===== config.mk =====
export PLATFORM = sky130hd
export DESIGN_NAME = pool_segment_allocator
export DESIGN_NICKNAME = d
export VERILOG_FILES = /design/src/psa_pkg.sv /design/src/psa_seg_ram.sv /design/src/pool_segment_allocator.sv
export VERILOG_INCLUDE_DIRS = /design/src /design/src/src
export SDC_FILE = /design/constraint.sdc
export NUM_CORES = 2
export LEC_CHECK = 0
export CAP_MARGIN = 20
export CORE_MARGIN = 2
export CORE_UTILIZATION = 55
export CTS_BUF_LIST = sky130_fd_sc_hd__clkbuf_8 sky130_fd_sc_hd__clkbuf_16
export CTS_CLUSTER_DIAMETER = 60
export DETAILED_ROUTE_END_ITERATION = 10
export DONT_BUFFER_PORTS = 1
export PLACE_DENSITY = 0.7
export SYNTH_ARGS = -nofsm -noshare
export SYNTH_HDL_FRONTEND = slang
export SYNTH_HIERARCHICAL = 1
export SYNTH_SLANG_ARGS = --single-unit

===== constraint.sdc =====
create_clock -name clk -period 8.5 [get_ports clk]
set_clock_uncertainty 0.05 [all_clocks]
set_input_delay 1.7 -clock clk [delete_from_list [all_inputs] [get_ports clk]]
set_output_delay 1.7 -clock clk [all_outputs]
set_load 0.005 [all_outputs]

===== src/assert_macros.svh =====
// ----------------------------------------------------------------------------
// assert_macros.svh
// Shared assertion macros, clocked on clk and disabled while arst_n is low.
// ----------------------------------------------------------------------------
`ifndef ASSERT_MACROS_SVH
`define ASSERT_MACROS_SVH

// condition must hold at every edge
`define PSA_CHECK(lbl, cond, msg) \
	lbl: assert property (@(posedge clk) disable iff (!arst_n) (cond)) else $error(msg);

// same-cycle implication
`define PSA_IMPL(lbl, ante, cons, msg) \
	lbl: assert property (@(posedge clk) disable iff (!arst_n) (ante) |-> (cons)) \
		else $error(msg);

// next-cycle implication
`define PSA_NEXT(lbl, ante, cons, msg) \
	lbl: assert property (@(posedge clk) disable iff (!arst_n) (ante) |=> (cons)) \
		else $error(msg);

`endif


===== src/psa_pkg.sv =====
// ----------------------------------------------------------------------------
// psa_pkg
// Types, codes and sizes shared by the pool segment allocator.
// ----------------------------------------------------------------------------
package psa_pkg;

	localparam int MAX_SEGMENTS = 64;
	localparam int IDX_W        = $clog2(MAX_SEGMENTS);
	localparam int CNT_W        = $clog2(MAX_SEGMENTS + 1);

	localparam logic [1:0] CMD_ALLOC = 2'd0;
	localparam logic [1:0] CMD_FREE  = 2'd1;

	localparam logic [1:0] STRAT_FIRST = 2'd0;
	localparam logic [1:0] STRAT_BEST  = 2'd1;
	localparam logic [1:0] STRAT_WORST = 2'd2;
	localparam logic [1:0] STRAT_NEXT  = 2'd3;

	localparam logic [2:0] ST_OK      = 3'd0;
	localparam logic [2:0] ST_NOFIT   = 3'd1;
	localparam logic [2:0] ST_FULL    = 3'd2;
	localparam logic [2:0] ST_BADADDR = 3'd3;
	localparam logic [2:0] ST_ZERO    = 3'd4;

	localparam logic REG_STRATEGY = 1'b0;
	localparam logic REG_POOL     = 1'b1;

	typedef struct packed {
		logic [1:0]  cmd;
		logic [15:0] req_size;
		logic [15:0] block_addr;
	} psa_req_t;

	typedef struct packed {
		logic [2:0]  status;
		logic [15:0] alloc_addr;
		logic [15:0] free_bytes;
		logic [6:0]  hole_count;
		logic [15:0] largest_free;
	} psa_rsp_t;

	typedef struct packed {
		logic        taken;
		logic [15:0] start;
		logic [15:0] len;
	} psa_seg_t;

	typedef struct packed {
		logic             en;
		logic [IDX_W-1:0] addr;
		psa_seg_t         data;
	} psa_wr_t;

endpackage


===== src/psa_seg_ram.sv =====
// ----------------------------------------------------------------------------
// psa_seg_ram
// Segment table store: one write port, one read port, registered read data.
// ----------------------------------------------------------------------------
module psa_seg_ram
	import psa_pkg::*;
(
	input  logic             clk,
	input  psa_wr_t          wr,
	input  logic [IDX_W-1:0] raddr,
	output psa_seg_t         rdata
);

	psa_seg_t mem_q [MAX_SEGMENTS];

	always_ff @(posedge clk) begin
		if (wr.en) begin
			mem_q[wr.addr] <= wr.data;
		end
		rdata <= mem_q[raddr];
	end

endmodule


===== src/pool_segment_allocator.sv =====
// ----------------------------------------------------------------------------
// pool_segment_allocator
// Byte pool allocator over an ordered segment table (first/best/worst/next).
// ----------------------------------------------------------------------------
// Usage:
//  - req channel (req_valid/req_ready/req) takes one command item: allocate,
//    free, or status query. rsp channel returns exactly one item per command
//    with the status code, the allocated offset and pool statistics.
//  - APB port: register 0 (addr 0) strategy, register 1 (addr 4) pool size.
//    Writing the pool size rebuilds the table as one free segment (an empty
//    table for size 0). Write only while no command is in flight.
//  - One command at a time. With n table entries the block runs a scan of
//    n reads (placement or address lookup), then for a split or merge a
//    table shift of up to n moves, then a statistics scan of n reads.
//    All passes go through the single table read port, one entry a cycle.
//  - req_ready is high only while idle. The result sits in an output
//    register; a stalled receiver holds it there, and the next command
//    may be accepted meanwhile but waits at its end until the slot frees.
//  - Reset: the initial segment is written in S_INIT, then ready.
// ----------------------------------------------------------------------------
`include "assert_macros.svh"

module pool_segment_allocator
	import psa_pkg::*;
(
	input  logic        clk,
	input  logic        arst_n,
	input  logic        req_valid,
	output logic        req_ready,
	input  psa_req_t    req,
	output logic        rsp_valid,
	input  logic        rsp_ready,
	output psa_rsp_t    rsp,
	input  logic        psel,
	input  logic        penable,
	input  logic        pwrite,
	input  logic [2:0]  paddr,
	input  logic [31:0] pwdata,
	output logic [31:0] prdata,
	output logic        pready
);

	// sequencer states
	localparam logic [3:0] S_INIT   = 4'd0;
	localparam logic [3:0] S_IDLE   = 4'd1;
	localparam logic [3:0] S_SCAN   = 4'd2;
	localparam logic [3:0] S_DECIDE = 4'd3;
	localparam logic [3:0] S_SHUP   = 4'd4;
	localparam logic [3:0] S_SPLIT1 = 4'd5;
	localparam logic [3:0] S_SPLIT2 = 4'd6;
	localparam logic [3:0] S_FRD1   = 4'd7;
	localparam logic [3:0] S_FRD2   = 4'd8;
	localparam logic [3:0] S_FRD3   = 4'd9;
	localparam logic [3:0] S_FMERGE = 4'd10;
	localparam logic [3:0] S_SHDN   = 4'd11;
	localparam logic [3:0] S_STAT   = 4'd12;
	localparam logic [3:0] S_DONE   = 4'd13;

	localparam logic [CNT_W-1:0] CNT_ONE = CNT_W'(1);
	localparam logic [CNT_W-1:0] CNT_MAX = CNT_W'(MAX_SEGMENTS);

	logic [3:0]       state_q;
	logic [1:0]       strat_q;
	logic [15:0]      pool_q;
	logic [CNT_W-1:0] count_q;
	logic [IDX_W-1:0] fc_q;
	logic [1:0]       cmd_q;
	logic [15:0]      req_q;
	logic [15:0]      blk_q;

	// table walk: issue counter, read-in-flight flag and its index
	logic [CNT_W-1:0] iss_q;
	logic             rv_q;
	logic [IDX_W-1:0] ridx_q;

	// chosen / located segment
	logic             found_q;
	logic [IDX_W-1:0] pick_q;
	logic [15:0]      pstart_q;
	logic [15:0]      plen_q;
	logic             ptaken_q;

	// neighbours for a free
	logic             nfree_q;
	logic [15:0]      nlen_q;
	logic             pvfree_q;
	logic [15:0]      pvstart_q;
	logic [15:0]      pvlen_q;

	logic [1:0]       dist_q;
	logic [CNT_W-1:0] cnt_new_q;

	logic [2:0]       status_q;
	logic [15:0]      addr_q;
	logic [15:0]      fb_q;
	logic [6:0]       holes_q;
	logic [15:0]      big_q;

	psa_rsp_t         rsp_q;
	logic             rsp_valid_q;

	psa_wr_t          wr;
	logic [IDX_W-1:0] raddr;
	psa_seg_t         rdata;

	logic             cfg_wr;
	logic             cfg_pool_wr;
	logic [IDX_W-1:0] base_idx;
	logic [CNT_W:0]   wsum;
	logic [CNT_W:0]   wrapped;
	logic [IDX_W-1:0] scan_idx;
	logic             use_wrap;
	logic             fits;
	logic             better;
	logic [CNT_W-1:0] pick_p1;
	logic [CNT_W-1:0] pick_p2;
	logic [CNT_W-1:0] fc_ext;
	logic [15:0]      merge_len;

	psa_seg_ram u_ram (
		.clk   (clk),
		.wr    (wr),
		.raddr (raddr),
		.rdata (rdata)
	);

	// APB
	assign pready      = 1'b1;
	assign cfg_wr      = psel & penable & pwrite;
	assign cfg_pool_wr = cfg_wr && (paddr[2] == REG_POOL);
	assign prdata      = (paddr[2] == REG_STRATEGY) ? {30'd0, strat_q} : {16'd0, pool_q};

	assign req_ready = (state_q == S_IDLE);
	assign rsp_valid = rsp_valid_q;
	assign rsp       = rsp_q;

	assign pick_p1 = CNT_W'(pick_q) + CNT_ONE;
	assign pick_p2 = CNT_W'(pick_q) + CNT_W'(2);
	assign fc_ext  = CNT_W'(fc_q);

	// next fit starts at the cursor and wraps round the table
	assign use_wrap = (state_q == S_SCAN) && (cmd_q == CMD_ALLOC) && (strat_q == STRAT_NEXT);
	assign base_idx = (use_wrap && (fc_ext < count_q)) ? fc_q : '0;
	assign wsum     = {1'b0, CNT_W'(base_idx)} + {1'b0, iss_q};
	assign wrapped  = (wsum >= {1'b0, count_q}) ? (wsum - {1'b0, count_q}) : wsum;
	assign scan_idx = wrapped[IDX_W-1:0];

	assign fits   = !rdata.taken && (rdata.len >= req_q);
	assign better = ((strat_q == STRAT_BEST) && (rdata.len < plen_q)) ||
	                ((strat_q == STRAT_WORST) && (rdata.len > plen_q));

	assign merge_len = plen_q + (nfree_q ? nlen_q : 16'd0) + (pvfree_q ? pvlen_q : 16'd0);

	always_comb begin
		case (state_q)
			S_SHUP:  raddr = IDX_W'(iss_q - CNT_ONE);
			S_SHDN:  raddr = iss_q[IDX_W-1:0];
			S_FRD1:  raddr = pick_p1[IDX_W-1:0];
			S_FRD2:  raddr = pick_q - IDX_W'(1);
			default: raddr = scan_idx;
		endcase
	end

	always_comb begin
		wr = '0;
		case (state_q)
			S_INIT: begin
				wr.en   = 1'b1;
				wr.addr = '0;
				wr.data = '{taken: 1'b0, start: 16'd0, len: pool_q};
			end
			S_DECIDE: begin
				// exact fit: mark taken in place
				if (cmd_q == CMD_ALLOC && found_q && plen_q == req_q) begin
					wr.en   = 1'b1;
					wr.addr = pick_q;
					wr.data = '{taken: 1'b1, start: pstart_q, len: plen_q};
				end
			end
			S_SHUP: begin
				wr.en   = rv_q;
				wr.addr = ridx_q + IDX_W'(1);
				wr.data = rdata;
			end
			S_SPLIT1: begin
				wr.en   = 1'b1;
				wr.addr = pick_p1[IDX_W-1:0];
				wr.data = '{taken: 1'b0, start: pstart_q + req_q, len: plen_q - req_q};
			end
			S_SPLIT2: begin
				wr.en   = 1'b1;
				wr.addr = pick_q;
				wr.data = '{taken: 1'b1, start: pstart_q, len: req_q};
			end
			S_FMERGE: begin
				wr.en = 1'b1;
				if (pvfree_q) begin
					wr.addr = pick_q - IDX_W'(1);
					wr.data = '{taken: 1'b0, start: pvstart_q, len: merge_len};
				end else begin
					wr.addr = pick_q;
					wr.data = '{taken: 1'b0, start: pstart_q, len: merge_len};
				end
			end
			S_SHDN: begin
				wr.en   = rv_q;
				wr.addr = ridx_q - IDX_W'(dist_q);
				wr.data = rdata;
			end
			default: wr = '0;
		endcase
		// rebuilding the pool overrides
		if (cfg_pool_wr) begin
			wr.en   = 1'b1;
			wr.addr = '0;
			wr.data = '{taken: 1'b0, start: 16'd0, len: pwdata[15:0]};
		end
	end

	always_ff @(posedge clk or negedge arst_n) begin
		if (!arst_n) begin
			state_q     <= S_INIT;
			strat_q     <= STRAT_FIRST;
			pool_q      <= 16'hFFFF;
			count_q     <= CNT_ONE;
			fc_q        <= '0;
			iss_q       <= '0;
			rv_q        <= 1'b0;
			found_q     <= 1'b0;
			rsp_valid_q <= 1'b0;
		end else begin
			// S_DONE reloads the slot itself
			if (rsp_valid_q && rsp_ready && state_q != S_DONE) begin
				rsp_valid_q <= 1'b0;
			end
			case (state_q)
				S_INIT: begin
					state_q <= S_IDLE;
				end
				S_IDLE: begin
					if (req_valid) begin
						cmd_q    <= req.cmd;
						req_q    <= req.req_size;
						blk_q    <= req.block_addr;
						found_q  <= 1'b0;
						iss_q    <= '0;
						rv_q     <= 1'b0;
						addr_q   <= 16'd0;
						fb_q     <= 16'd0;
						holes_q  <= 7'd0;
						big_q    <= 16'd0;
						status_q <= (req.cmd == CMD_ALLOC && req.req_size == 16'd0)
						            ? ST_ZERO : ST_OK;
						if (req.cmd == CMD_ALLOC && req.req_size == 16'd0) begin
							state_q  <= S_STAT;
						end else if (req.cmd == CMD_ALLOC || req.cmd == CMD_FREE) begin
							state_q <= S_SCAN;
						end else begin
							state_q <= S_STAT;
						end
					end
				end
				S_SCAN: begin
					if (iss_q < count_q) begin
						iss_q  <= iss_q + CNT_ONE;
						rv_q   <= 1'b1;
						ridx_q <= scan_idx;
					end else begin
						rv_q <= 1'b0;
					end
					if (rv_q) begin
						if (cmd_q == CMD_ALLOC) begin
							if (fits && (!found_q || better)) begin
								found_q  <= 1'b1;
								pick_q   <= ridx_q;
								pstart_q <= rdata.start;
								plen_q   <= rdata.len;
							end
						end else if (!found_q && rdata.start == blk_q) begin
							found_q  <= 1'b1;
							pick_q   <= ridx_q;
							pstart_q <= rdata.start;
							plen_q   <= rdata.len;
							ptaken_q <= rdata.taken;
						end
					end
					if (iss_q == count_q && !rv_q) begin
						iss_q   <= '0;
						state_q <= S_DECIDE;
					end
				end
				S_DECIDE: begin
					rv_q  <= 1'b0;
					if (cmd_q == CMD_ALLOC) begin
						if (!found_q) begin
							status_q <= ST_NOFIT;
							state_q  <= S_STAT;
						end else if (plen_q == req_q) begin
							addr_q  <= pstart_q;
							fc_q    <= (pick_p1 >= count_q) ? '0 : pick_p1[IDX_W-1:0];
							state_q <= S_STAT;
						end else if (count_q == CNT_MAX) begin
							status_q <= ST_FULL;
							state_q  <= S_STAT;
						end else begin
							iss_q   <= count_q;
							state_q <= S_SHUP;
						end
					end else if (!found_q || !ptaken_q) begin
						status_q <= ST_BADADDR;
						state_q  <= S_STAT;
					end else begin
						state_q <= S_FRD1;
					end
				end
				S_SHUP: begin
					// move entries pick+1 .. count-1 up by one, top first
					if (iss_q > pick_p1) begin
						iss_q  <= iss_q - CNT_ONE;
						rv_q   <= 1'b1;
						ridx_q <= IDX_W'(iss_q - CNT_ONE);
					end else begin
						rv_q <= 1'b0;
						if (!rv_q) begin
							state_q <= S_SPLIT1;
						end
					end
				end
				S_SPLIT1: begin
					state_q <= S_SPLIT2;
				end
				S_SPLIT2: begin
					count_q <= count_q + CNT_ONE;
					addr_q  <= pstart_q;
					fc_q    <= pick_p1[IDX_W-1:0];
					iss_q   <= '0;
					rv_q    <= 1'b0;
					state_q <= S_STAT;
				end
				S_FRD1: begin
					state_q <= S_FRD2;
				end
				S_FRD2: begin
					nfree_q <= (pick_p1 < count_q) && !rdata.taken;
					nlen_q  <= rdata.len;
					state_q <= S_FRD3;
				end
				S_FRD3: begin
					pvfree_q  <= (pick_q != '0) && !rdata.taken;
					pvstart_q <= rdata.start;
					pvlen_q   <= rdata.len;
					state_q   <= S_FMERGE;
				end
				S_FMERGE: begin
					rv_q <= 1'b0;
					if (nfree_q && pvfree_q) begin
						iss_q     <= pick_p2;
						dist_q    <= 2'd2;
						cnt_new_q <= count_q - CNT_W'(2);
						if (pick_p1 < fc_ext) begin
							fc_q <= ((CNT_W'(pick_q) < fc_ext - CNT_ONE)
							         ? fc_q - IDX_W'(2) : fc_q - IDX_W'(1));
						end else if (CNT_W'(pick_q) < fc_ext) begin
							fc_q <= fc_q - IDX_W'(1);
						end
						state_q <= S_SHDN;
					end else if (nfree_q) begin
						iss_q     <= pick_p2;
						dist_q    <= 2'd1;
						cnt_new_q <= count_q - CNT_ONE;
						if (pick_p1 < fc_ext) begin
							fc_q <= fc_q - IDX_W'(1);
						end
						state_q <= S_SHDN;
					end else if (pvfree_q) begin
						iss_q     <= pick_p1;
						dist_q    <= 2'd1;
						cnt_new_q <= count_q - CNT_ONE;
						if (CNT_W'(pick_q) < fc_ext) begin
							fc_q <= fc_q - IDX_W'(1);
						end
						state_q <= S_SHDN;
					end else begin
						iss_q   <= '0;
						state_q <= S_STAT;
					end
				end
				S_SHDN: begin
					// close the gap: entries move down by dist
					if (iss_q < count_q) begin
						iss_q  <= iss_q + CNT_ONE;
						rv_q   <= 1'b1;
						ridx_q <= iss_q[IDX_W-1:0];
					end else begin
						rv_q <= 1'b0;
						if (!rv_q) begin
							count_q <= cnt_new_q;
							iss_q   <= '0;
							state_q <= S_STAT;
						end
					end
				end
				S_STAT: begin
					if (iss_q < count_q) begin
						iss_q  <= iss_q + CNT_ONE;
						rv_q   <= 1'b1;
						ridx_q <= scan_idx;
					end else begin
						rv_q <= 1'b0;
					end
					if (rv_q && !rdata.taken) begin
						holes_q <= holes_q + 7'd1;
						fb_q    <= fb_q + rdata.len;
						if (rdata.len > big_q) begin
							big_q <= rdata.len;
						end
					end
					if (iss_q == count_q && !rv_q) begin
						state_q <= S_DONE;
					end
				end
				S_DONE: begin
					if (!rsp_valid_q || rsp_ready) begin
						rsp_q <= '{status: status_q, alloc_addr: addr_q, free_bytes: fb_q,
						           hole_count: holes_q, largest_free: big_q};
						rsp_valid_q <= 1'b1;
						state_q     <= S_IDLE;
					end
				end
				default: state_q <= S_IDLE;
			endcase

			// configuration: the user must write only while idle; the block does not enforce it
			if (cfg_wr) begin
				if (paddr[2] == REG_STRATEGY) begin
					strat_q <= pwdata[1:0];
				end else begin
					pool_q  <= pwdata[15:0];
					count_q <= (pwdata[15:0] == 16'd0) ? '0 : CNT_ONE;
					fc_q    <= '0;
				end
			end
		end
	end

	`PSA_CHECK(a_count_bound, count_q <= CNT_MAX, "segment count above table depth")
	`PSA_NEXT(a_one_at_a_time, req_valid && req_ready, !req_ready, "item taken while busy")
	`PSA_IMPL(a_addr_zero_on_err, rsp_valid && rsp.status != ST_OK, rsp.alloc_addr == 16'd0,
		"offset reported on a failed command")
	`PSA_IMPL(a_idle_no_read, state_q == S_IDLE, !rv_q, "table read pending while idle")

endmodule

==> results_dict.tcl <==
set metrics [dict create \
    status "complete, no violations" \
    synth_edf_count 2366 \
    insertion_delay_ns 0.90 \
    place_congestion 0.948 \
    numPortBuffers 0 \
    routedWlPerCell_um 31.8 \
    synth_flop_cell "edfxtp_1" \
    cts_tree "built" \
    setup_viol 0 \
    async_reset_ff_share_pct 1.84 \
    synth_area_um2 101000 \
    dieArea_um2 188000 \
    row_count 157 \
    cts_root_buf "clkbuf_16" \
    htreeDepth 4 \
    rsz0062_at_grt "no" \
    max_slew_margin_pct 18.0 \
    first_global_vias 55500 \
    drc 0 \
    dr.pass1.iters 9 \
    place_hpwl_um 167000 \
    fin_tns_setup_ns 0 \
    fmax_mhz 128 \
    yosys_warnings 6 \
    synth_seq_area_share_pct 71.8 \
    slew_viol_final 0 \
    coreArea_um2 183000 \
    drt_iter0_markers 8335 \
    io_pins 169 \
    die_width_um 433 \
    cts_setup_buffers 0 \
    end_kind "flip-flop" \
    drtAntennaViolNets 0 \
    cp_slowest_cell "nor3_1" \
    synth_area_per_cell_um2 18.1 \
    chipHeight_um 433 \
    crit_top_cell "a21o_1" \
    worstSetupStartpointType "flip-flop" \
    cts_hold_buf 0 \
    layout_min_cycle_time_ns 7.81 \
    nets 6176 \
    drv_cap 0 \
    worst_pin_slew_ns 1.23 \
    routed_wl_um 272000 \
    cp_max_fo 28 \
    clk_pin_slew_ns 0.06 \
    grt.overflow.total 0 \
    antenna_found_initial 26 \
    clock_path_buffers 3 \
    fin_crit_sh_pct 91.9 \
    grt_pass1_wl_um 390000 \
    grt_max_degree 85 \
    ys_ff_latch 2444 \
    drive_gt1_share_pct 22.3 \
    timing_hold_violations_final 0 \
    syn_inst 5603 \
    worstPathRequired_ns 9.17 \
    critPathArrivalTime_ns 8.49 \
    hold_path_class "flip-flop to flip-flop" \
    track_usage_pct 29.1 \
    viasPerCell 6.60 \
    num_vias 56500 \
    cpPeakStageDelay_ns 0.63 \
    ys_types 85 \
    worstSetupPathType "flip-flop to flip-flop" \
    syn_to_final_growth_pct 13.3 \
    cts_made_buffers 230 \
    cts_sinks 2444 \
    cts_resized 0 \
    initial_utilization_pct 55.4 \
]
## critical path: cells and delay by family (launching register included)
kind            cells  cell delay [ns]
fa+ha+maj           4             1.45
simple gates        4             0.91
mux                 4             1.24
compound gates     10             2.39
flops               1             0.46
buf+inv             6             1.07
## synth_stat cells (all sizes together), types with 21 or more instances
cell,n,share of area [%]
buf,144,0.91
clkbuf,168,0.62
o221ai,65,0.56
edfxtp,2366,70
nor2b,64,0.39
inv,107,0.40
a221oi,25,0.22
nor2,206,0.76
o21ai,105,0.52
xnor2,53,0.46
a22oi,88,0.65
a21oi,123,0.61
a222oi,27,0.27
o211ai,25,0.19
and3,51,0.31
a211oi,57,0.42
nor3,41,0.20
o22ai,71,0.44
dfrtp,28,0.69
fa,22,0.43
dfxtp,33,0.65
and2,89,0.55
mux2,21,0.23
mux4,484,11
mux2i,120,1.2
nand2b,30,0.19
nand4,84,0.52
ha,184,2.3
nand3,92,0.45
xor2,43,0.37
a21o,50,0.37
nand2,267,0.99
o21a,23,0.17
## layout make-up
class	instances	area, um2
multi-input cells	2753	27600
fillers	12600	68200
flip-flops and latches	2444	72900
diodes	10	25.0
inverters	109	409
well taps	2464	3080
repair buffers	356	3380
clock buffers	240	5900
clock inverters	188	1650
## layout by cell type (no fill, tap or decap), types with 43 or more instances in the layout
| cell | instances |
|---|---|
| buf_12 | 54 |
| buf_4 | 299 |
| nor2_4 | 68 |
| o221ai_1 | 63 |
| and3_1 | 51 |
| nand3_1 | 91 |
| mux4_2 | 484 |
| xnor2_1 | 53 |
| a211oi_1 | 56 |
| nor2_1 | 133 |
| and2_1 | 88 |
| mux2i_1 | 120 |
| o22ai_1 | 69 |
| a21oi_1 | 112 |
| xor2_1 | 43 |
| nand2_1 | 266 |
| clkbuf_16 | 231 |
| inv_1 | 161 |
| nand4_1 | 84 |
| edfxtp_1 | 2366 |
| ha_1 | 184 |
| a21o_1 | 50 |
| o21ai_0 | 95 |
| nor2b_1 | 59 |
| a22oi_1 | 85 |
## cell families after synthesis
group	count (synthesis)	share of synthesized area [%]
and+or+nand+nor	1021	5.07
buffers and inverters	421	1.94
other	2	0.00740
AOI/OAI and AO/OA	788	5.46
adders and majority gates	206	2.70
DFF	2444	71.8
muxes	625	12.2
xor gates and xnor gates	96	0.829
## routing by layer
| layer | vias up | track usage (%) | share of wire, % |
|---|---|---|---|
| met5 | - | 0 | 0.018 |
| met4 | 8 | 11.5 | 4.5 |
| met3 | 504 | 6.07 | 12 |
| met2 | 3442 | 44.9 | 46 |
| met1 | 29200 | 41.2 | 38 |
| li1 | 23400 | - | - |
## registers in the layout, summed over array words and instances (netlist names), 4 cells and up
name	flops
cnt_new_q	7
pvlen_q	16
addr_q	16
fc_q	6
pool_q	16
u_ram/rdata	33
req_q	16
pick_q	6
pstart_q	16
rsp	58
iss_q	7
count_q	7
pvstart_q	16
u_ram/mem_q	2112
ridx_q	6
fb_q	16
holes_q	7
big_q	16
blk_q	16
plen_q	16
nlen_q	16
state_q	4
## per-stage QoR
step	instance area, um2	hold WS [ns]	util [%]	instances	worst slack (ns)
2_1_floorplan	101000	0.350	-	5618	1.60
3_3_place_gp	107000	0.353	58.5	8117	0.814
3_5_place_dp	107000	0.355	58.5	8118	0.797
4_1_cts	115000	0.367	62.7	8546	0.756
5_1_grt	115000	0.374	62.7	8560	0.330
6_report	115000	0.366	62.7	8564	0.688
## path summary, 6_finish.rpt
kind | startpoint | end | slack, ns | cells after the start
setup reg to reg | fc_q[1] | u_ram/rdata[25] | 0.69 | 28
hold / removal | addr_q[5] | rsp[44] | 0.37 | 0
setup / recovery | fc_q[1] | u_ram/rdata[25] | 0.69 | 28
max in group asynchronous | arst_n | pool_q[6] | 7.73 | 0
min in group asynchronous | arst_n | found_q | 0.47 | 0
hold reg to reg | addr_q[5] | rsp[44] | 0.37 | 0
Power is not shown: default switching activity piles up to over one toggle a cycle in this logic, so the estimate is an artifact.
